<file path="config.mk">
export PLATFORM = sky130hd
export DESIGN_NAME = aram_back
export DESIGN_NICKNAME = d
export VERILOG_FILES = /design/src/rtl/aram_pkg.sv /design/src/rtl/aram_back.sv
export SDC_FILE = /design/constraint.sdc
export NUM_CORES = 2
export LEC_CHECK = 0
export BUFFER_PORTS_ARGS = -buffer_cell sky130_fd_sc_hd__buf_4
export CELL_PAD_IN_SITES_DETAIL_PLACEMENT = 0
export CELL_PAD_IN_SITES_GLOBAL_PLACEMENT = 1
export CORE_MARGIN = 2
export CORE_UTILIZATION = 40
export DETAILED_ROUTE_END_ITERATION = 6
export PLACE_DENSITY_LB_ADDON = 0.1
export SLEW_MARGIN = 30
export SYNTH_ARGS = -nofsm -noshare
export SYNTH_HDL_FRONTEND = slang
export SYNTH_SLANG_ARGS = --single-unit
export TNS_END_PERCENT = 50
</file>
<file path="constraint.sdc">
create_clock -name clk_i -period 21.5 [get_ports clk_i]
set_input_delay 5.375 -clock clk_i [delete_from_list [all_inputs] [get_ports clk_i]]
set_output_delay 5.375 -clock clk_i [all_outputs]
set_load 0.02 [all_outputs]
</file>
<file path="src/rtl/aram_pkg.sv">
// Shared types, constants, the AES S-box table and the AES round of the arena mixer.
`timescale 1ns / 1ps

package aram_pkg;

  localparam int unsigned LANES_DEF        = 4;
  localparam int unsigned CHUNK_LENGTH_DEF = 128;
  localparam int unsigned LANE_IDX_W       = 4;
  localparam int unsigned CMD_Q_DEPTH      = 4;
  localparam int unsigned RES_Q_DEPTH      = 2;
  localparam int unsigned INDEX_W          = 41;
  localparam int unsigned REV_W            = 32;

  localparam logic [5:0] INDEX_BITS_RST = 6'd16;
  localparam logic [5:0] INDEX_BITS_MAX = 6'd32;

  localparam logic [1:0] OP_LOAD = 2'd0;
  localparam logic [1:0] OP_MIX  = 2'd1;
  localparam logic [1:0] OP_READ = 2'd2;

  localparam logic RK_INDEX = 1'b0;
  localparam logic RK_LANE  = 1'b1;

  typedef enum logic [1:0] {
    CMD_LOAD,
    CMD_MIX,
    CMD_READ
  } cmd_op_e;

  typedef struct packed {
    logic [1:0]  opcode;
    logic [1:0]  lane_select;
    logic [63:0] word_low;
    logic [63:0] word_high;
  } in_word_t;

  typedef struct packed {
    logic                 result_kind;
    logic [INDEX_W-1:0]   block_index;
    logic [63:0]          lane_low;
    logic [63:0]          lane_high;
  } out_word_t;

  typedef struct packed {
    cmd_op_e               op;
    logic [LANE_IDX_W-1:0] lane;
    logic                  lane_ok;
    logic                  last;
    logic [63:0]           key_low;
    logic [63:0]           key_high;
  } cmd_t;

  localparam logic [7:0] SBOX [256] = '{
    8'h63, 8'h7c, 8'h77, 8'h7b, 8'hf2, 8'h6b, 8'h6f, 8'hc5,
    8'h30, 8'h01, 8'h67, 8'h2b, 8'hfe, 8'hd7, 8'hab, 8'h76,
    8'hca, 8'h82, 8'hc9, 8'h7d, 8'hfa, 8'h59, 8'h47, 8'hf0,
    8'had, 8'hd4, 8'ha2, 8'haf, 8'h9c, 8'ha4, 8'h72, 8'hc0,
    8'hb7, 8'hfd, 8'h93, 8'h26, 8'h36, 8'h3f, 8'hf7, 8'hcc,
    8'h34, 8'ha5, 8'he5, 8'hf1, 8'h71, 8'hd8, 8'h31, 8'h15,
    8'h04, 8'hc7, 8'h23, 8'hc3, 8'h18, 8'h96, 8'h05, 8'h9a,
    8'h07, 8'h12, 8'h80, 8'he2, 8'heb, 8'h27, 8'hb2, 8'h75,
    8'h09, 8'h83, 8'h2c, 8'h1a, 8'h1b, 8'h6e, 8'h5a, 8'ha0,
    8'h52, 8'h3b, 8'hd6, 8'hb3, 8'h29, 8'he3, 8'h2f, 8'h84,
    8'h53, 8'hd1, 8'h00, 8'hed, 8'h20, 8'hfc, 8'hb1, 8'h5b,
    8'h6a, 8'hcb, 8'hbe, 8'h39, 8'h4a, 8'h4c, 8'h58, 8'hcf,
    8'hd0, 8'hef, 8'haa, 8'hfb, 8'h43, 8'h4d, 8'h33, 8'h85,
    8'h45, 8'hf9, 8'h02, 8'h7f, 8'h50, 8'h3c, 8'h9f, 8'ha8,
    8'h51, 8'ha3, 8'h40, 8'h8f, 8'h92, 8'h9d, 8'h38, 8'hf5,
    8'hbc, 8'hb6, 8'hda, 8'h21, 8'h10, 8'hff, 8'hf3, 8'hd2,
    8'hcd, 8'h0c, 8'h13, 8'hec, 8'h5f, 8'h97, 8'h44, 8'h17,
    8'hc4, 8'ha7, 8'h7e, 8'h3d, 8'h64, 8'h5d, 8'h19, 8'h73,
    8'h60, 8'h81, 8'h4f, 8'hdc, 8'h22, 8'h2a, 8'h90, 8'h88,
    8'h46, 8'hee, 8'hb8, 8'h14, 8'hde, 8'h5e, 8'h0b, 8'hdb,
    8'he0, 8'h32, 8'h3a, 8'h0a, 8'h49, 8'h06, 8'h24, 8'h5c,
    8'hc2, 8'hd3, 8'hac, 8'h62, 8'h91, 8'h95, 8'he4, 8'h79,
    8'he7, 8'hc8, 8'h37, 8'h6d, 8'h8d, 8'hd5, 8'h4e, 8'ha9,
    8'h6c, 8'h56, 8'hf4, 8'hea, 8'h65, 8'h7a, 8'hae, 8'h08,
    8'hba, 8'h78, 8'h25, 8'h2e, 8'h1c, 8'ha6, 8'hb4, 8'hc6,
    8'he8, 8'hdd, 8'h74, 8'h1f, 8'h4b, 8'hbd, 8'h8b, 8'h8a,
    8'h70, 8'h3e, 8'hb5, 8'h66, 8'h48, 8'h03, 8'hf6, 8'h0e,
    8'h61, 8'h35, 8'h57, 8'hb9, 8'h86, 8'hc1, 8'h1d, 8'h9e,
    8'he1, 8'hf8, 8'h98, 8'h11, 8'h69, 8'hd9, 8'h8e, 8'h94,
    8'h9b, 8'h1e, 8'h87, 8'he9, 8'hce, 8'h55, 8'h28, 8'hdf,
    8'h8c, 8'ha1, 8'h89, 8'h0d, 8'hbf, 8'he6, 8'h42, 8'h68,
    8'h41, 8'h99, 8'h2d, 8'h0f, 8'hb0, 8'h54, 8'hbb, 8'h16
  };

  function automatic logic [7:0] xtime(input logic [7:0] b);
    return {b[6:0], 1'b0} ^ (b[7] ? 8'h1b : 8'h00);
  endfunction

  function automatic logic [127:0] aes_round(input logic [127:0] s, input logic [127:0] k);
    logic [127:0] t;
    logic [127:0] m;
    logic [7:0]   a0, a1, a2, a3;
    for (int c = 0; c < 4; c++) begin
      for (int r = 0; r < 4; r++) begin
        t[8*(4*c+r) +: 8] = SBOX[s[8*(4*((c+r)%4)+r) +: 8]];
      end
    end
    for (int c = 0; c < 4; c++) begin
      a0 = t[8*(4*c)   +: 8];
      a1 = t[8*(4*c+1) +: 8];
      a2 = t[8*(4*c+2) +: 8];
      a3 = t[8*(4*c+3) +: 8];
      m[8*(4*c)   +: 8] = xtime(a0) ^ xtime(a1) ^ a1 ^ a2 ^ a3;
      m[8*(4*c+1) +: 8] = a0 ^ xtime(a1) ^ xtime(a2) ^ a2 ^ a3;
      m[8*(4*c+2) +: 8] = a0 ^ a1 ^ xtime(a2) ^ xtime(a3) ^ a3;
      m[8*(4*c+3) +: 8] = xtime(a0) ^ a0 ^ a1 ^ a2 ^ xtime(a3);
    end
    return m ^ k;
  endfunction

endpackage

</file>
<file path="src/rtl/aram_back.sv">
// Back end: lane scratchpad, AES round, index extraction and result staging.
`timescale 1ns / 1ps

module aram_back
  import aram_pkg::*;
#(
  parameter int unsigned LANES        = LANES_DEF,
  parameter int unsigned CHUNK_LENGTH = CHUNK_LENGTH_DEF
) (
  input  logic       clk_i,
  input  logic       rst_ni,
  input  logic [5:0] index_bits_i,
  input  cmd_t       cmd_i,
  input  logic       cmd_empty_i,
  output logic       cmd_pop_o,
  input  logic       res_full_i,
  output logic       res_push_o,
  output out_word_t  res_o
);

  localparam int unsigned AREA = LANES * CHUNK_LENGTH;
  localparam int unsigned LW   = (LANES > 1) ? $clog2(LANES) : 1;
  localparam int unsigned AW   = $clog2(AREA + 1);
  localparam int unsigned PW   = REV_W + AW;
  localparam logic [AW-1:0] AREA_C = AW'(AREA);

  typedef struct packed {
    logic             kind;
    logic [REV_W-1:0] rev;
    logic [63:0]      lane_low;
    logic [63:0]      lane_high;
  } stage_t;

  logic [63:0]   lane_lo_q [LANES];
  logic [63:0]   lane_hi_q [LANES];
  stage_t        stg_q, stg_d;
  logic          stg_vld_q, stg_vld_d;
  logic          stg_ready;
  logic          exec;
  logic          has_res;
  logic          lane_we;
  logic [LW-1:0] idx;
  logic [127:0]  cur;
  logic [127:0]  rnd;
  logic [127:0]  wdata;
  logic [63:0]   lane0_hi;
  logic [63:0]   rev_full;
  logic [5:0]    bits;
  logic [32:0]   mask;
  logic [PW-1:0] prod;

  assign stg_ready = !stg_vld_q || !res_full_i;
  assign exec      = !cmd_empty_i && stg_ready;
  assign cmd_pop_o = exec;

  assign idx = LW'(cmd_i.lane);
  assign cur = {lane_hi_q[idx], lane_lo_q[idx]};
  assign rnd = aes_round(cur, {cmd_i.key_high, cmd_i.key_low});

  always_comb begin
    lane_we = 1'b0;
    has_res = 1'b0;
    wdata   = {cmd_i.key_high, cmd_i.key_low};
    case (cmd_i.op)
      CMD_LOAD: begin
        lane_we = exec;
      end
      CMD_MIX: begin
        lane_we = exec;
        wdata   = rnd;
        has_res = cmd_i.last;
      end
      CMD_READ: begin
        has_res = 1'b1;
      end
      default: begin
        lane_we = 1'b0;
      end
    endcase
  end

  always_ff @(posedge clk_i) begin
    if (lane_we) begin
      lane_lo_q[idx] <= wdata[63:0];
      lane_hi_q[idx] <= wdata[127:64];
    end
  end

  assign lane0_hi = (lane_we && idx == '0) ? wdata[127:64] : lane_hi_q[0];

  always_comb begin
    for (int i = 0; i < 8; i++) begin
      rev_full[8*(7-i) +: 8] = lane0_hi[8*i +: 8];
    end
  end

  assign bits = (index_bits_i > INDEX_BITS_MAX) ? INDEX_BITS_MAX : index_bits_i;
  assign mask = (33'd1 << bits) - 33'd1;

  always_comb begin
    stg_d = stg_q;
    if (cmd_i.op == CMD_READ) begin
      stg_d.kind      = RK_LANE;
      stg_d.rev       = '0;
      stg_d.lane_low  = cmd_i.lane_ok ? cur[63:0] : 64'd0;
      stg_d.lane_high = cmd_i.lane_ok ? cur[127:64] : 64'd0;
    end else begin
      stg_d.kind      = RK_INDEX;
      stg_d.rev       = rev_full[REV_W-1:0] & mask[REV_W-1:0];
      stg_d.lane_low  = '0;
      stg_d.lane_high = '0;
    end
  end

  always_comb begin
    stg_vld_d = stg_vld_q;
    if (exec) begin
      stg_vld_d = has_res;
    end else if (res_push_o) begin
      stg_vld_d = 1'b0;
    end
  end

  always_ff @(posedge clk_i or negedge rst_ni) begin
    if (!rst_ni) begin
      stg_vld_q <= 1'b0;
    end else begin
      stg_vld_q <= stg_vld_d;
    end
  end

  always_ff @(posedge clk_i) begin
    if (exec && has_res) begin
      stg_q <= stg_d;
    end
  end

  assign prod       = PW'(stg_q.rev) * PW'(AREA_C);
  assign res_push_o = stg_vld_q && !res_full_i;

  always_comb begin
    res_o             = '0;
    res_o.result_kind = stg_q.kind;
    res_o.block_index = INDEX_W'(prod);
    res_o.lane_low    = stg_q.lane_low;
    res_o.lane_high   = stg_q.lane_high;
  end

endmodule
</file>
== Word-level counts from Yosys, hierarchy flattened ==
Memories as Yosys holds them, arrays and structs flattened.
Cells that the tools add are included.
Word-level totals
  memories kept: 18
  bits in read-only memories: 32768
  output and inout port bits: 172
  flip-flop bits (word level): 162
  bits in writable memories: 512
Operators by class
  bitwise gates (word level): 98
  mux-type cells: 60
  equal/unequal tests: 2
  order comparisons: 17
  reduce and logical (&&, ||, !) cells: 13
  add/subtract/negate cells: 1
  shifts and indexed selects: 1
Memories
  (no name shown): words 256, bits a word 8, rd ports 1, clocked after memory_dff 0, wr ports 0, line aram_pkg.sv:98  | t[8*(4*c+r) +: 8] = SBOX[s[8*(4*((c+r)%4)+r) +: 8]];
  (no name shown): words 256, bits a word 8, rd ports 1, clocked after memory_dff 0, wr ports 0, line aram_pkg.sv:98
  (no name shown): words 256, bits a word 8, rd ports 1, clocked after memory_dff 0, wr ports 0, line aram_pkg.sv:98
  (no name shown): words 256, bits a word 8, rd ports 1, clocked after memory_dff 0, wr ports 0, line aram_pkg.sv:98
  (no name shown): words 256, bits a word 8, rd ports 1, clocked after memory_dff 0, wr ports 0, line aram_pkg.sv:98
  (no name shown): words 256, bits a word 8, rd ports 1, clocked after memory_dff 0, wr ports 0, line aram_pkg.sv:98
  12 more memories
Operators with widths (number)
  8-bit XOR: 64
  8-bit two-way mux: 32
  64-bit two-way mux: 3
  161-bit two-way mux: 1
  9-bit greater-or-equal comparator (second input constant): 16
  8-bit inverter with 9-bit output: 16
  128-bit two-way mux: 1
  128-bit XOR: 1
  8-bit by 5-bit XOR with 8-bit output: 16
  5-bit two-way mux: 16
  32-bit AND: 1
  1-bit by 6-bit left shift with 32-bit output (first input constant): 1
  32-bit by 1-bit subtractor with 32-bit output (second input constant): 1
  6-bit > comparator (second input constant): 1
  6-bit two-way mux: 1
  1-bit two-way mux: 5
  1-bit logical AND: 4
  2-bit logical NOT: 2
  1-bit logical NOT: 3
  2-bit by 1-bit equality test with 1-bit output (second input constant): 1
  2-bit equality test (second input constant): 1
  1-bit case mux with 2 select lines: 1
  2-bit AND reduction: 1
  2-bit nonzero test: 1
  2 further kinds: 2

== Longest topological paths before layout ==
An unclocked memory read counts as a cell.
  word-level depth: 16
  mapped depth: 26

== Least setup slack after synthesis ==
Ideal clock, no wire load.
  path type: input-to-reg
  from: input port cmd_i[131] (netlist bit)
  to: memory lane_hi_q[2][0] (enable)
  path slack: 8521 ps
  path buffers: 9
  setup time: 618 ps
  arrival time: 12361 ps
  cell stages on the path: 11
  cell sequence: buf_4 buf_6 buf_4 buf_6 buf_4 buf_4 buf_2 buf_4 buf_2 nand2_1 nor2_1
RTL lines
  start, declared: line aram_back.sv:13  | input cmd_t cmd_i,
  end, declared: line aram_back.sv:35  | logic [63:0] lane_hi_q [LANES];
No word-level cell before the write port.

== Worst setup path after layout ==
  from: input port cmd_i[130] (netlist bit)
  to: register stg_q[147] (netlist bit), data pin
Between the ends
  cells in the longest elaborated chain, start to end: 15
  elaborated cells between the ends (all ways): 32
Ends and longest elaborated chain
  memory 4 x 64 bit
  8-bit inverter with 9-bit output (implied by the code): line aram_pkg.sv:98
  memory 256 x 8 bit
  8-bit two-way mux (implied by the code) (2 in a row): line aram_pkg.sv:98
  5-bit two-way mux: line aram_pkg.sv:89  | return {b[6:0], 1'b0} ^ (b[7] ? 8'h1b : 8'h00);
  8-bit by 5-bit XOR with 8-bit output: line aram_pkg.sv:89
  8-bit XOR (3 in a row): line aram_pkg.sv:107  | m[8*(4*c+1) +: 8] = a0 ^ xtime(a1) ^ xtime(a2) ^ a2 ^ a3;
  8-bit XOR (*): line aram_pkg.sv:107
  128-bit XOR (*): line aram_pkg.sv:111  | return m ^ k;
  128-bit two-way mux (*): line aram_back.sv:64  | case (cmd_i.op)
  named net wdata[107]: line aram_back.sv:45  | logic [127:0] wdata;
  64-bit two-way mux (*): line aram_back.sv:89  | assign lane0_hi = (lane_we && idx == '0) ? wdata[127:64] : lane_hi_q[0];
  32-bit AND (*): line aram_back.sv:109  | stg_d.rev = rev_full[REV_W-1:0] & mask[REV_W-1:0];
  end signal, assigned: line aram_back.sv:134  | stg_q <= stg_d;
  end, declared: line aram_back.sv:36  | stage_t stg_q, stg_d;
Mark *: on every way through the listed nets, which the timed path passes. The rest lies on a longest branch. The select of a mux whose other input is x is not followed.
A chain may end at the register's enable or synchronous reset.

==> impl_metrics.tcl <==
set metrics [dict create \
    synth_top_flop_cell "edfxtp_1" \
    cts_root_buf "clkbuf_16" \
    clk_latency_ps 790 \
    final_cell_mix "nand2_1, nor2_1, a21oi_1, o21ai_0, edfxtp_1" \
    clockBufferDepth 3 \
    postLayoutCellArea_um2 90600 \
    relSlewSlack_pct 28.5 \
    grt_setup_unrepaired "no" \
    synth_seq_cells 674 \
    synth_edf_count 673 \
    wl_um 436000 \
    status "finished with violations" \
    grt_first_pass_wirelength_um 630000 \
    pre_cts_slack_ps 8210 \
    finalHoldViolations 0 \
    violations "DRC" \
    first_pass_iters 7 \
    arrival_ps 13230 \
    synth_area_um2 85300 \
    pin_count 318 \
    ir_drop_v 0.0000983 \
    cts_sinks 674 \
    use_met1_pct 51.4 \
    power_uw 7310 \
    finalCritPeriodShare_pct 58.6 \
    core_area_um2 212000 \
    port_buffers 306 \
    final_nets 10531 \
    track_usage_pct 38.2 \
    worstSetupStartpointType "input port" \
    dieArea_um2 217000 \
    cts_buffers 85 \
    synthArstFlopShare_pct 0.148 \
    cts_hold_buffers 0 \
    worstSetupPathType "in -> reg" \
    syn2layout_area_growth_pct 6.21 \
    wire_per_inst_um 33.4 \
    period_needed_ps 12600 \
    yosysUniqueCellTypes 121 \
    setup_tns_ps 0 \
    grt_max_degree 116 \
    postCtsSetupRepairBufs 0 \
    cp.required_ps 22130 \
    slowest_stage "a32oi_1" \
    hold_path_class "reg -> reg" \
    final_common_cell "nand2_1" \
    endpoint_kind "flip-flop" \
    drc 23 \
    ctsResizeCount 0 \
    overflow 0 \
    cp_max_fo 52 \
    drive_above_1_share_pct 11.2 \
    synthCells 10724 \
    finalSetupViolCount 0 \
    drtAntennaViolNets 0 \
    place_area_um2 87500 \
    die_h_um 466 \
    maxSlewViolCount 0 \
    antenna_found_initial 21 \
    start_util_pct 40.2 \
    yosysWarnings 0 \
    gr-max-usage-layer "met2" \
    fmax_mhz 79.4 \
    syn-mean-instance-area_um2 7.95 \
    vias_per_cell 7.25 \
    place_hpwl_um 298000 \
    p_leak_uw 0.0302 \
    gp_congestion 1.02 \
    cts_tree "built" \
    finClkSkew_ps 54.5 \
    powerDensity_nw_per_um2 80.7 \
    gr-usage-met2_pct 58.8 \
    final.setup.worst_slack_ps 8900 \
    ys_seq_area_share_pct 23.7 \
    dieWidth_um 466 \
    worst_slew_pin_slew_ps 1070 \
    htree_levels 3 \
    path_clk_slew_ps 60 \
    hold_slack_ps 499 \
    grt_pass1_vias 87202 \
    cap_viol_max_count 0 \
    critPathMaxStageDelay_ps 760 \
    vias 94768 \
    rows 169 \
    grt_util_met3_pct 6.89 \
    drtIter0Drc 17546 \
    crit_chain "buf_8, buf_4, buf_4, mux4_2, buf_4, inv_1, ha_1, inv_1, o21ai_0, o221ai_1, a31oi_1, o32ai_1, a32oi_1, xnor2_1, xnor2_1, nor2_1, nand3b_1, xnor2_1, o21a_1" \
]
-- sequential cells by signal, summed over array words and instances (netlist names) --
signal     cells
lane_lo_q    256
res_o        129
stg_vld_q      1
lane_hi_q    256
stg_q         32
-- power by group --
part	internal, µW	total [µW]	switching [µW]	leakage (µW)
Clock	886	1550	668	0.00144
Combinational	1300	4110	2810	0.0228
Sequential	1630	1650	21.6	0.00597
-- per-layer routing --
metal,vias up,part of all wire [%],routed length (µm)
li1,40155,-,-
met4,2,5.9,25600
met1,45993,39,172000
met2,7322,44,191000
met5,-,0.0018,8
met3,1296,11,47500
-- final timing paths --
check / from / end / slack, ps / depth (start not counted)
setup / recovery: cmd_i[130] / stg_q[147]$_SDFFCE_PP0P_ / 8900 / 19
hold / removal: stg_vld_q$_DFFE_PN0P_ / stg_vld_q$_DFFE_PN0P_ / 500 / 1
setup reg to reg: lane_lo_q[3][48]$_DFFE_PP_ / stg_q[147]$_SDFFCE_PP0P_ / 14840 / 16
hold reg to reg: stg_vld_q$_DFFE_PN0P_ / stg_vld_q$_DFFE_PN0P_ / 500 / 1
max in group asynchronous: rst_ni / stg_vld_q$_DFFE_PN0P_ / 17040 / 1
min in group asynchronous: rst_ni / stg_vld_q$_DFFE_PN0P_ / 4380 / 1
-- final cells by class --
cell class	instances	area [µm²]
antenna	12	30.0
clock buffer	91	2170
clock inverter	68	835
fill	21596	121000
inverter	160	608
multi-input combinational	8707	59100
sequential	674	20200
tap	2821	3530
timing repair buffer	532	4050
-- synth_stat cells, types with 141 or more instances --
library cell / n / area share (%)
nor3_1: 285 / 1.7
o211ai_1: 263 / 2.3
o311ai_0: 158 / 1.6
o21ai_0: 722 / 4.2
mux2i_1: 297 / 3.5
a31oi_1: 218 / 1.6
edfxtp_1: 673 / 24
inv_1: 141 / 0.62
a311oi_1: 180 / 1.8
a21oi_1: 767 / 4.5
nor2_1: 840 / 3.7
nand2b_1: 254 / 1.9
xnor2_1: 461 / 4.7
nand2_1: 984 / 4.3
a211oi_1: 230 / 2.0
buf_2: 363 / 2.1
ha_1: 225 / 3.3
nand3_1: 358 / 2.1
clkbuf_1: 595 / 2.6
-- kinds of logic after synthesis --
family,count (synthesis),share of synthesized area (%)
AOI/OAI and AO/OA,3903,31.9
adders and majority gates,225,3.30
DFF,674,23.7
and+or+nand+nor,3431,19.2
buffers and inverters,1351,7.23
xor gates and xnor gates,603,6.41
other,1,0.00440
muxes,536,8.23
-- metrics by stage --
stage | instances | util, %
4_1_cts | 13052 | 42.7
3_5_place_dp | 12893 | 41.3
3_3_place_gp | 12892 | 41.2
2_1_floorplan | 10732 | -
5_1_grt | 13065 | 42.7
6_report | 13065 | 42.7
-- critical path: cells and delay by family --
kind | cells | cell delay [ps]
xor+xnor | 3 | 1200
fa+ha+maj | 1 | 750
buf+inv | 6 | 2660
compound gates | 6 | 1890
mux | 1 | 590
simple gates | 2 | 580
Power figures use the tool's default switching activity.
