File: config.mk
export PLATFORM = sky130hd
export DESIGN_NAME = aram_front
export DESIGN_NICKNAME = d
export VERILOG_FILES = /design/src/rtl/aram_pkg.sv /design/src/rtl/aram_front.sv
export SDC_FILE = /design/constraint.sdc
export NUM_CORES = 1
export LEC_CHECK = 0
export BUFFER_PORTS_ARGS = -buffer_cell sky130_fd_sc_hd__clkbuf_2
export CORE_AREA = 8 8 100 102
export CTS_CLUSTER_SIZE = 16
export DETAILED_ROUTE_END_ITERATION = 8
export DIE_AREA = 0 0 108 110
export GPL_TIMING_DRIVEN = 1
export SYNTH_ARGS = -nofsm -noshare
export SYNTH_HDL_FRONTEND = slang
export SYNTH_SLANG_ARGS = --single-unit
File: constraint.sdc
create_clock -name clk_i -period 4.2 [get_ports clk_i]
set_input_delay 0.42 -clock clk_i [delete_from_list [all_inputs] [get_ports clk_i]]
set_output_delay 0.42 -clock clk_i [all_outputs]
set_load 0.03 [all_outputs]
File: src/rtl/aram_pkg.sv
// Shared types, constants, the AES S-box table and the AES round of the arena mixer.
`timescale 1ns / 1ps

package aram_pkg;

  localparam int unsigned LANES_DEF        = 4;
  localparam int unsigned CHUNK_LENGTH_DEF = 128;
  localparam int unsigned LANE_IDX_W       = 4;
  localparam int unsigned CMD_Q_DEPTH      = 4;
  localparam int unsigned RES_Q_DEPTH      = 2;
  localparam int unsigned INDEX_W          = 41;
  localparam int unsigned REV_W            = 32;

  localparam logic [5:0] INDEX_BITS_RST = 6'd16;
  localparam logic [5:0] INDEX_BITS_MAX = 6'd32;

  localparam logic [1:0] OP_LOAD = 2'd0;
  localparam logic [1:0] OP_MIX  = 2'd1;
  localparam logic [1:0] OP_READ = 2'd2;

  localparam logic RK_INDEX = 1'b0;
  localparam logic RK_LANE  = 1'b1;

  typedef enum logic [1:0] {
    CMD_LOAD,
    CMD_MIX,
    CMD_READ
  } cmd_op_e;

  typedef struct packed {
    logic [1:0]  opcode;
    logic [1:0]  lane_select;
    logic [63:0] word_low;
    logic [63:0] word_high;
  } in_word_t;

  typedef struct packed {
    logic                 result_kind;
    logic [INDEX_W-1:0]   block_index;
    logic [63:0]          lane_low;
    logic [63:0]          lane_high;
  } out_word_t;

  typedef struct packed {
    cmd_op_e               op;
    logic [LANE_IDX_W-1:0] lane;
    logic                  lane_ok;
    logic                  last;
    logic [63:0]           key_low;
    logic [63:0]           key_high;
  } cmd_t;

  localparam logic [7:0] SBOX [256] = '{
    8'h63, 8'h7c, 8'h77, 8'h7b, 8'hf2, 8'h6b, 8'h6f, 8'hc5,
    8'h30, 8'h01, 8'h67, 8'h2b, 8'hfe, 8'hd7, 8'hab, 8'h76,
    8'hca, 8'h82, 8'hc9, 8'h7d, 8'hfa, 8'h59, 8'h47, 8'hf0,
    8'had, 8'hd4, 8'ha2, 8'haf, 8'h9c, 8'ha4, 8'h72, 8'hc0,
    8'hb7, 8'hfd, 8'h93, 8'h26, 8'h36, 8'h3f, 8'hf7, 8'hcc,
    8'h34, 8'ha5, 8'he5, 8'hf1, 8'h71, 8'hd8, 8'h31, 8'h15,
    8'h04, 8'hc7, 8'h23, 8'hc3, 8'h18, 8'h96, 8'h05, 8'h9a,
    8'h07, 8'h12, 8'h80, 8'he2, 8'heb, 8'h27, 8'hb2, 8'h75,
    8'h09, 8'h83, 8'h2c, 8'h1a, 8'h1b, 8'h6e, 8'h5a, 8'ha0,
    8'h52, 8'h3b, 8'hd6, 8'hb3, 8'h29, 8'he3, 8'h2f, 8'h84,
    8'h53, 8'hd1, 8'h00, 8'hed, 8'h20, 8'hfc, 8'hb1, 8'h5b,
    8'h6a, 8'hcb, 8'hbe, 8'h39, 8'h4a, 8'h4c, 8'h58, 8'hcf,
    8'hd0, 8'hef, 8'haa, 8'hfb, 8'h43, 8'h4d, 8'h33, 8'h85,
    8'h45, 8'hf9, 8'h02, 8'h7f, 8'h50, 8'h3c, 8'h9f, 8'ha8,
    8'h51, 8'ha3, 8'h40, 8'h8f, 8'h92, 8'h9d, 8'h38, 8'hf5,
    8'hbc, 8'hb6, 8'hda, 8'h21, 8'h10, 8'hff, 8'hf3, 8'hd2,
    8'hcd, 8'h0c, 8'h13, 8'hec, 8'h5f, 8'h97, 8'h44, 8'h17,
    8'hc4, 8'ha7, 8'h7e, 8'h3d, 8'h64, 8'h5d, 8'h19, 8'h73,
    8'h60, 8'h81, 8'h4f, 8'hdc, 8'h22, 8'h2a, 8'h90, 8'h88,
    8'h46, 8'hee, 8'hb8, 8'h14, 8'hde, 8'h5e, 8'h0b, 8'hdb,
    8'he0, 8'h32, 8'h3a, 8'h0a, 8'h49, 8'h06, 8'h24, 8'h5c,
    8'hc2, 8'hd3, 8'hac, 8'h62, 8'h91, 8'h95, 8'he4, 8'h79,
    8'he7, 8'hc8, 8'h37, 8'h6d, 8'h8d, 8'hd5, 8'h4e, 8'ha9,
    8'h6c, 8'h56, 8'hf4, 8'hea, 8'h65, 8'h7a, 8'hae, 8'h08,
    8'hba, 8'h78, 8'h25, 8'h2e, 8'h1c, 8'ha6, 8'hb4, 8'hc6,
    8'he8, 8'hdd, 8'h74, 8'h1f, 8'h4b, 8'hbd, 8'h8b, 8'h8a,
    8'h70, 8'h3e, 8'hb5, 8'h66, 8'h48, 8'h03, 8'hf6, 8'h0e,
    8'h61, 8'h35, 8'h57, 8'hb9, 8'h86, 8'hc1, 8'h1d, 8'h9e,
    8'he1, 8'hf8, 8'h98, 8'h11, 8'h69, 8'hd9, 8'h8e, 8'h94,
    8'h9b, 8'h1e, 8'h87, 8'he9, 8'hce, 8'h55, 8'h28, 8'hdf,
    8'h8c, 8'ha1, 8'h89, 8'h0d, 8'hbf, 8'he6, 8'h42, 8'h68,
    8'h41, 8'h99, 8'h2d, 8'h0f, 8'hb0, 8'h54, 8'hbb, 8'h16
  };

  function automatic logic [7:0] xtime(input logic [7:0] b);
    return {b[6:0], 1'b0} ^ (b[7] ? 8'h1b : 8'h00);
  endfunction

  function automatic logic [127:0] aes_round(input logic [127:0] s, input logic [127:0] k);
    logic [127:0] t;
    logic [127:0] m;
    logic [7:0]   a0, a1, a2, a3;
    for (int c = 0; c < 4; c++) begin
      for (int r = 0; r < 4; r++) begin
        t[8*(4*c+r) +: 8] = SBOX[s[8*(4*((c+r)%4)+r) +: 8]];
      end
    end
    for (int c = 0; c < 4; c++) begin
      a0 = t[8*(4*c)   +: 8];
      a1 = t[8*(4*c+1) +: 8];
      a2 = t[8*(4*c+2) +: 8];
      a3 = t[8*(4*c+3) +: 8];
      m[8*(4*c)   +: 8] = xtime(a0) ^ xtime(a1) ^ a1 ^ a2 ^ a3;
      m[8*(4*c+1) +: 8] = a0 ^ xtime(a1) ^ xtime(a2) ^ a2 ^ a3;
      m[8*(4*c+2) +: 8] = a0 ^ a1 ^ xtime(a2) ^ xtime(a3) ^ a3;
      m[8*(4*c+3) +: 8] = xtime(a0) ^ a0 ^ a1 ^ a2 ^ xtime(a3);
    end
    return m ^ k;
  endfunction

endpackage

File: src/rtl/aram_front.sv
// Front end: accepts input words, decodes them and tags mixes with lane and chunk end.
`timescale 1ns / 1ps

module aram_front
  import aram_pkg::*;
#(
  parameter int unsigned LANES        = LANES_DEF,
  parameter int unsigned CHUNK_LENGTH = CHUNK_LENGTH_DEF
) (
  input  logic     clk_i,
  input  logic     rst_ni,
  input  logic     push_i,
  input  in_word_t in_data_i,
  input  logic     cmd_full_i,
  output logic     cmd_push_o,
  output cmd_t     cmd_o
);

  localparam int unsigned AREA = LANES * CHUNK_LENGTH;
  localparam int unsigned LW   = (LANES > 1) ? $clog2(LANES) : 1;
  localparam int unsigned CW   = (AREA > 1) ? $clog2(AREA) : 1;
  localparam logic [LW-1:0] LAST_LANE = LW'(LANES - 1);
  localparam logic [CW-1:0] LAST_BLK  = CW'(AREA - 1);
  localparam logic [4:0]    LANES_W   = 5'(LANES);

  logic [LW-1:0] lane_cnt_q, lane_cnt_d;
  logic [CW-1:0] blk_cnt_q, blk_cnt_d;
  logic          accept;
  logic          sel_ok;
  logic          keep;
  logic          is_mix;

  assign accept = push_i && !cmd_full_i;
  assign sel_ok = ({3'b000, in_data_i.lane_select} < LANES_W);
  assign is_mix = (in_data_i.opcode == OP_MIX);

  always_comb begin
    cmd_o          = '0;
    cmd_o.key_low  = in_data_i.word_low;
    cmd_o.key_high = in_data_i.word_high;
    cmd_o.lane_ok  = sel_ok;
    cmd_o.lane     = LANE_IDX_W'(in_data_i.lane_select);
    cmd_o.last     = 1'b0;
    keep           = 1'b0;
    case (in_data_i.opcode)
      OP_LOAD: begin
        cmd_o.op = CMD_LOAD;
        keep     = sel_ok;
      end
      OP_MIX: begin
        cmd_o.op      = CMD_MIX;
        cmd_o.lane    = LANE_IDX_W'(lane_cnt_q);
        cmd_o.lane_ok = 1'b1;
        cmd_o.last    = (blk_cnt_q == LAST_BLK);
        keep          = 1'b1;
      end
      OP_READ: begin
        cmd_o.op = CMD_READ;
        keep     = 1'b1;
      end
      default: begin
        cmd_o.op = CMD_LOAD;
        keep     = 1'b0;
      end
    endcase
  end

  assign cmd_push_o = accept && keep;

  always_comb begin
    lane_cnt_d = lane_cnt_q;
    blk_cnt_d  = blk_cnt_q;
    if (accept && is_mix) begin
      lane_cnt_d = (lane_cnt_q == LAST_LANE) ? '0 : lane_cnt_q + 1'b1;
      blk_cnt_d  = (blk_cnt_q == LAST_BLK) ? '0 : blk_cnt_q + 1'b1;
    end
  end

  always_ff @(posedge clk_i or negedge rst_ni) begin
    if (!rst_ni) begin
      lane_cnt_q <= '0;
      blk_cnt_q  <= '0;
    end else begin
      lane_cnt_q <= lane_cnt_d;
      blk_cnt_q  <= blk_cnt_d;
    end
  end

endmodule

Word level (Yosys, flattened, before mapping). Cells that the tools add are included.

Register bits after elaboration: 11. Input bits: 136. Output and inout bits: 137.

Add/subtract/negate cells: 2. Equal/unequal tests: 4. Multiplexer cells: 5. Reductions and logical operators: 6.

Operator list (number): $add A9 B1 Y9 const B (1); $eq A9 B9 Y1 const B (1); $mux W9 (1); $eq A2 B2 Y1 const B (2); $mux W4 (1); $pmux W2 S2 (1); $logic_and A1 B1 Y1 (3); $reduce_or A3 Y1 (1); $add A2 B1 Y2 const B (1); $eq A2 B1 Y1 const B (1); $logic_not A2 Y1 (1); $mux W2 (1); $logic_not A1 Y1 (1); $mux W1 (1).

Logic depth before layout (Yosys ltp). Gate-level depths: netlist (run 1).

Word-level depth: 4. Gate-level depth with buffers: 8. Gate-level depth less buffers: 7.

Worst setup path after synthesis (run 1). No wires, ideal clock.

Kind: reg2out. From: register blk_cnt_q[0]. To: output port cmd_o[128] in the netlist's numbering. Arrival time: 1.564 ns. Data required time: 3.780 ns. Path slack: 2.216 ns. Stages on the path, launching flop included: 7. Path buffers: 1. Path through: dfrtp_1 > ha_1 > nand3_1 > nor2_1 > ha_1 > clkbuf_1 > and2_1.

RTL lines: start: declaration (RTL line aram_front.sv:27) `logic [CW-1:0] blk_cnt_q, blk_cnt_d;`; start signal: assignment (RTL line aram_front.sv:85) `blk_cnt_q <= blk_cnt_d;`; end: declaration (RTL line aram_front.sv:16) `output cmd_t cmd_o`.

==> flow_metrics.tcl, run 1 <==
set metrics [dict create \
    grt_use_total_pct 4.357 \
    status "complete, no violations" \
    drc_errors 0 \
    max_freq_ghz 0.4283 \
    worst_pin_slew_ns 0.6706 \
    clockRootBuffer "clkbuf_8" \
    ir_drop_v 0.0001606 \
    required_ns 3.78 \
    io_buffers 13 \
    ys_ff_latch 11 \
    drv_slew 0 \
    syn_inst 203 \
    syn_to_final_growth_pct -44.88 \
    ant_nets 0 \
    yosysWarnings 0 \
    yosysUniqueCellTypes 28 \
    post-cts-setup-buffer-count 0 \
    nets 227 \
    clkSinkCount 11 \
    grt_pass1_wl_um 3974 \
    cts_tree "yes" \
    mappedNetlistArea_um2 1662 \
    overflow 0 \
    ios 273 \
    skew_ns 0.0008289 \
    viasPerCell 3.836 \
    setup_violations 0 \
    nFillCells 954 \
    fin_hold_ws_ns 0.04857 \
    die_h_um 110 \
    rows 34 \
    min_period_over_period_pct 55.60 \
    fin_setup_tns_ns 0 \
    gp_congestion 0.7811 \
    synth_area_leaders "buf_4 59%, dfrtp_1 17%, mux2_2 2.7%, ha_1 2.3%, nor2b_1 1.9%" \
    worstPathArrival_ns 1.92 \
    start_util_pct 19.63 \
    start_kind "register" \
    clockBufferDepth 2 \
    grt_pass1_vias 745 \
    htreeDepth 1 \
    synth-edff-count 0 \
    relSlewSlack_pct 55.04 \
    crit_type "register to output port" \
    clk_latency_ns 0.24 \
    drive_above_1_share_pct 32.18 \
    async_reset_ff_share_pct 100.0 \
    total_leakage_power_nw 0.3850 \
    hold_violations 0 \
    vias 748 \
    yosysTopAreaCell "buf_4" \
    dieArea_um2 11880 \
    end_kind "output port" \
    routed_wl_um 2719 \
    cap_violations 0 \
    hold_buffers 0 \
    crit_fanout 13 \
    fp.dieW_um 108 \
    wl_per_cell_um 13.94 \
    netlist.area_leader.share_pct 59.19 \
    ys_seq_area_share_pct 16.57 \
    diodes 0 \
    synth_ff_type "dfrtp_1" \
    power.density_nw_per_um2 365.2 \
    clk_pin_slew_worst_paths_ns 0.05 \
    coreArea_um2 8466 \
    avgSynthCellArea_um2 8.185 \
    grt_start_max_net_pins 19 \
    post_cts_resized 0 \
    first_iter_violations 8 \
    hold_class "input port to asynchronous set/reset pin" \
    period_needed_ns 2.335 \
    power_mw 0.3345 \
    antenna_found_initial 0 \
    numCtsBuffers 3 \
    firstDrtPassIters 5 \
    rsz0062_at_grt "no" \
]
==> metal layers <==
layer | up-vias | wire, um | track usage [%]
li1 | 285 | - | -
met1 | 320 | 779 | 3.368
met2 | 71 | 984 | 4.752
met4 | 0 | 547 | 9.613
met5 | - | 0 | 0
met3 | 72 | 407 | 3.023
==> synth_stat cells, types with 2 or more instances <==
library cell / count
mux2_2: 4
ha_1: 3
dfrtp_1: 11
nor2_1: 3
conb_1: 2
a21o_1: 2
clkbuf_1: 2
o21ai_0: 6
nand3_1: 5
nand2b_1: 2
nor3_1: 2
nor2b_1: 5
or2_2: 2
or4b_2: 2
o211ai_2: 2
nand2_1: 8
buf_4: 131
==> placed cells by master (no fill, tap or decap) <==
master / n
ha_1: 3
nand2b_1: 2
o211ai_2: 2
o41ai_1: 1
and2_1: 1
o21ai_1: 1
mux2_2: 4
a22oi_1: 1
nand2_1: 8
clkinv_2: 1
a21o_1: 2
nor3_1: 2
clkbuf_8: 3
a21oi_1: 1
nand3_1: 5
o21ai_0: 6
conb_1: 3
or2_2: 2
clkbuf_2: 13
nand4bb_1: 1
nor2b_1: 5
or4b_4: 1
a31oi_1: 1
or4b_2: 2
dfrtp_1: 11
nor2_1: 3
nand4_1: 1
and2b_1: 1
==> cell families (layout without fill, tap and decap cells) <==
logic type | count (synthesis) | in the layout | share of synthesized area [%]
AO/OA/AOI/OAI | 15 | 15 | 6.174
adder cells (fa/ha/maj) | 3 | 3 | 2.259
buffers and inverters | 134 | 17 | 59.94
flip-flops | 11 | 11 | 16.57
multiplexers | 4 | 4 | 2.711
other | 2 | 3 | 0.4520
AND/OR/NAND/NOR | 34 | 34 | 11.90
==> registers in the layout, indices dropped and copies added (netlist names) <==
signal,cells
blk_cnt_q,9
lane_cnt_q,2
==> report_power, final <==
group	switching, mW	internal, mW	total, mW	leakage [nW]
sequential	0.0243	0.126	0.150	0.125
clock	0.0447	0.0656	0.110	0.0255
combinational	0.0409	0.0328	0.0737	0.234
total	0.110	0.225	0.334	0.385
==> worst max-delay path: stages, from the launching register on <==
cell and delay, ns:
dfrtp_1 0.41, ha_1 0.25, nand3_1 0.09, nor2_1 0.11, ha_1 0.42, and2_1 0.19
clkbuf_2 0.20
==> metrics by stage <==
step	util, %	area [um2]	cells	worst slack [ns]
4_1_cts	10.82	915.9	195	1.846
3_3_place_gp	10.27	869.6	191	2.104
3_5_place_dp	10.27	869.6	191	2.057
6_report	10.82	915.9	195	1.865
5_1_grt	10.82	915.9	195	1.687
2_1_floorplan	-	1665	204	2.216
==> path summary, 6_finish.rpt <==
| check | from | end | slack (ns) | cells past startpoint |
|---|---|---|---|---|
| min | rst_ni | blk_cnt_q[3] | 0.05 | 1 |
| max reg2reg | blk_cnt_q[0] | blk_cnt_q[5] | 2.18 | 6 |
| max | blk_cnt_q[0] | cmd_o[128] | 1.86 | 6 |
| max in group asynchronous | rst_ni | blk_cnt_q[7] | 3.93 | 1 |
| min reg2reg | blk_cnt_q[8] | blk_cnt_q[8] | 0.53 | 1 |
| min in group clk_i | blk_cnt_q[8] | blk_cnt_q[8] | 0.53 | 1 |
==> final cells by class <==
type | count | area (um2) | share of cell area, %
flip-flops and latches | 11 | 275.3 | 30.05
clock inverters | 1 | 5.005 | 0.5464
clock buffers | 3 | 41.29 | 4.508
well taps | 108 | 135.1 | 14.75
repair buffers | 13 | 65.06 | 7.104
multi-input cells | 59 | 394.1 | 43.03
No activity file was read; power rests on OpenSTA's default activity.
==> inputs of run 2 (changes only) <==
Settings changed: CORE_AREA 8 8 100 102 to 8 8 99 101, DIE_AREA 0 0 108 110 to 0 0 107 109.
Clock period 4.2 ns to 2 ns, I/O delays scaled along.
==> run 2 against run 1 <==
Compared with the run above: combinational power rose to 3.2 times the previous value; total power rose by 130%; clock skew rose by 0.0053 ns; largest power group unchanged; routed wire length down 0.59%; clock power increased by 100%.
==> flow_metrics.tcl, run 2 (synthesis results as in run 1) <==
set metrics [dict create \
    r2r_end "blk_cnt_q[5]" \
    viasPerCell 3.639 \
    start_util_pct 19.83 \
    drive_above_1_share_pct 40.21 \
    end_kind "output port" \
    skew_ns 0.006084 \
    hold_violations 0 \
    rsz0062_at_grt "no" \
    required_ns 1.80 \
    power.density_nw_per_um2 761.6 \
    largest_register_ffs 9 \
    dp_hpwl_um 2118 \
    clockRootBuffer "clkbuf_8" \
    ios 273 \
    nets 237 \
    grt_pass1_vias 757 \
    regMostFlops "blk_cnt_q" \
    dieArea_um2 11660 \
    drv_slew 0 \
    gp_congestion 0.8074 \
    layout_common_cells "12 x clkbuf_2, 11 x dfrtp_1, 9 x buf_4, 8 x nand2_1, 6 x o21ai_0" \
    diodes 0 \
    die_h_um 109 \
    wl_per_cell_um 13.19 \
    crit_type "register to output port" \
    syn_to_final_growth_pct -39.16 \
    routed_wl_um 2703 \
    cts_tree "yes" \
    coreArea_um2 8381 \
    fp.dieW_um 107 \
    r2r_start "blk_cnt_q[1]" \
    place_area_um2 914.6 \
    worstPathArrival_ns 1.68 \
    firstDrtPassIters 4 \
    reg2regPathDepth 6 \
    ir_drop_v 0.0004894 \
    cap_violations 0 \
    period_needed_ns 1.880 \
    grt_pass1_wl_um 3850 \
    clk_pin_slew_worst_paths_ns 0.05 \
    io_buffers 13 \
    crit_fanout 5 \
    fin_area_um2 1011 \
    total_leakage_power_nw 0.4292 \
    fin_setup_tns_ns 0 \
    setup_violations 0 \
    htreeDepth 1 \
    grt_start_max_net_pins 12 \
    hold_class "input port to asynchronous set/reset pin" \
    grt_use_total_pct 4.070 \
    overflow 0 \
    final_common_cell "clkbuf_2" \
    clockBufferDepth 2 \
    start_kind "register" \
    clkSinkCount 11 \
    clk_latency_ns 0.24 \
    largest_registers "blk_cnt_q (9), lane_cnt_q (2)" \
    numCtsBuffers 3 \
    drc_errors 0 \
    vias 746 \
    first_iter_violations 11 \
    antenna_found_initial 0 \
    status "complete, no violations" \
    rows 34 \
    ant_nets 0 \
    fin_hold_ws_ns 0.3744 \
    min_period_over_period_pct 93.98 \
    r2r_slack_ns 0.24 \
    max_freq_ghz 0.5320 \
]
[run 2: area by class of cell]
cell class | instances | area (um2)
fillers | 954 | 7370
multi-input cells | 59 | 409.1
flip-flops and latches | 11 | 275.3
repair buffers | 23 | 145.1
well taps | 108 | 135.1
clock buffers | 3 | 41.29
clock inverters | 1 | 5.005
[run 2: per-layer routing]
metal / wire (um) / global-route usage [%]
met5: 0 / 0
met4: 490 / 8.442
met3: 454 / 2.660
met2: 1017 / 4.574
met1: 741 / 3.332
[run 2: critical path, cell delays in order, from the launching register on]
cell	delay, ns
dfrtp_1	0.40
ha_4	0.17
nand3_1	0.07
nor2_1	0.12
ha_2	0.23
buf_4	0.15
and2_1	0.11
clkbuf_4	0.18
[run 2: worst max path at each step]
stage                            start      endpoint  slack (ns)
after CTS                 blk_cnt_q[1]    cmd_o[128]        0.02
final                     blk_cnt_q[1]    cmd_o[128]        0.12
after global placement    blk_cnt_q[1]  blk_cnt_q[5]        0.18
after global routing      blk_cnt_q[1]    cmd_o[128]        0.01
after detailed placement  blk_cnt_q[1]  blk_cnt_q[5]        0.13
after floorplan           blk_cnt_q[0]    cmd_o[128]        0.24
[run 2: what timing repair did]
item	CTS	global route
hold endpoints to repair	11	0
setup buffers	0	3
gates resized for setup	3	1
endpoints found under the setup margin	1	1
hold buffers	1	0
[run 2: through the flow]
stage | total power, mW | cells | worst slack [ns] | utilization [%]
2_1_floorplan | 0.9119 | 204 | 0.2357 | -
3_3_place_gp | 0.4812 | 197 | 0.1819 | 10.91
3_5_place_dp | 0.4876 | 197 | 0.1285 | 10.91
4_1_cts | 0.7184 | 202 | 0.01571 | 11.68
5_1_grt | 0.8287 | 205 | 0.01177 | 12.06
6_report | 0.7700 | 205 | 0.1203 | 12.06
[run 2: power by group]
part	internal (mW)	switching [mW]	total (mW)
registers	0.265	0.0488	0.314
clock network	0.137	0.0846	0.221
logic	0.122	0.112	0.235
total	0.524	0.246	0.770
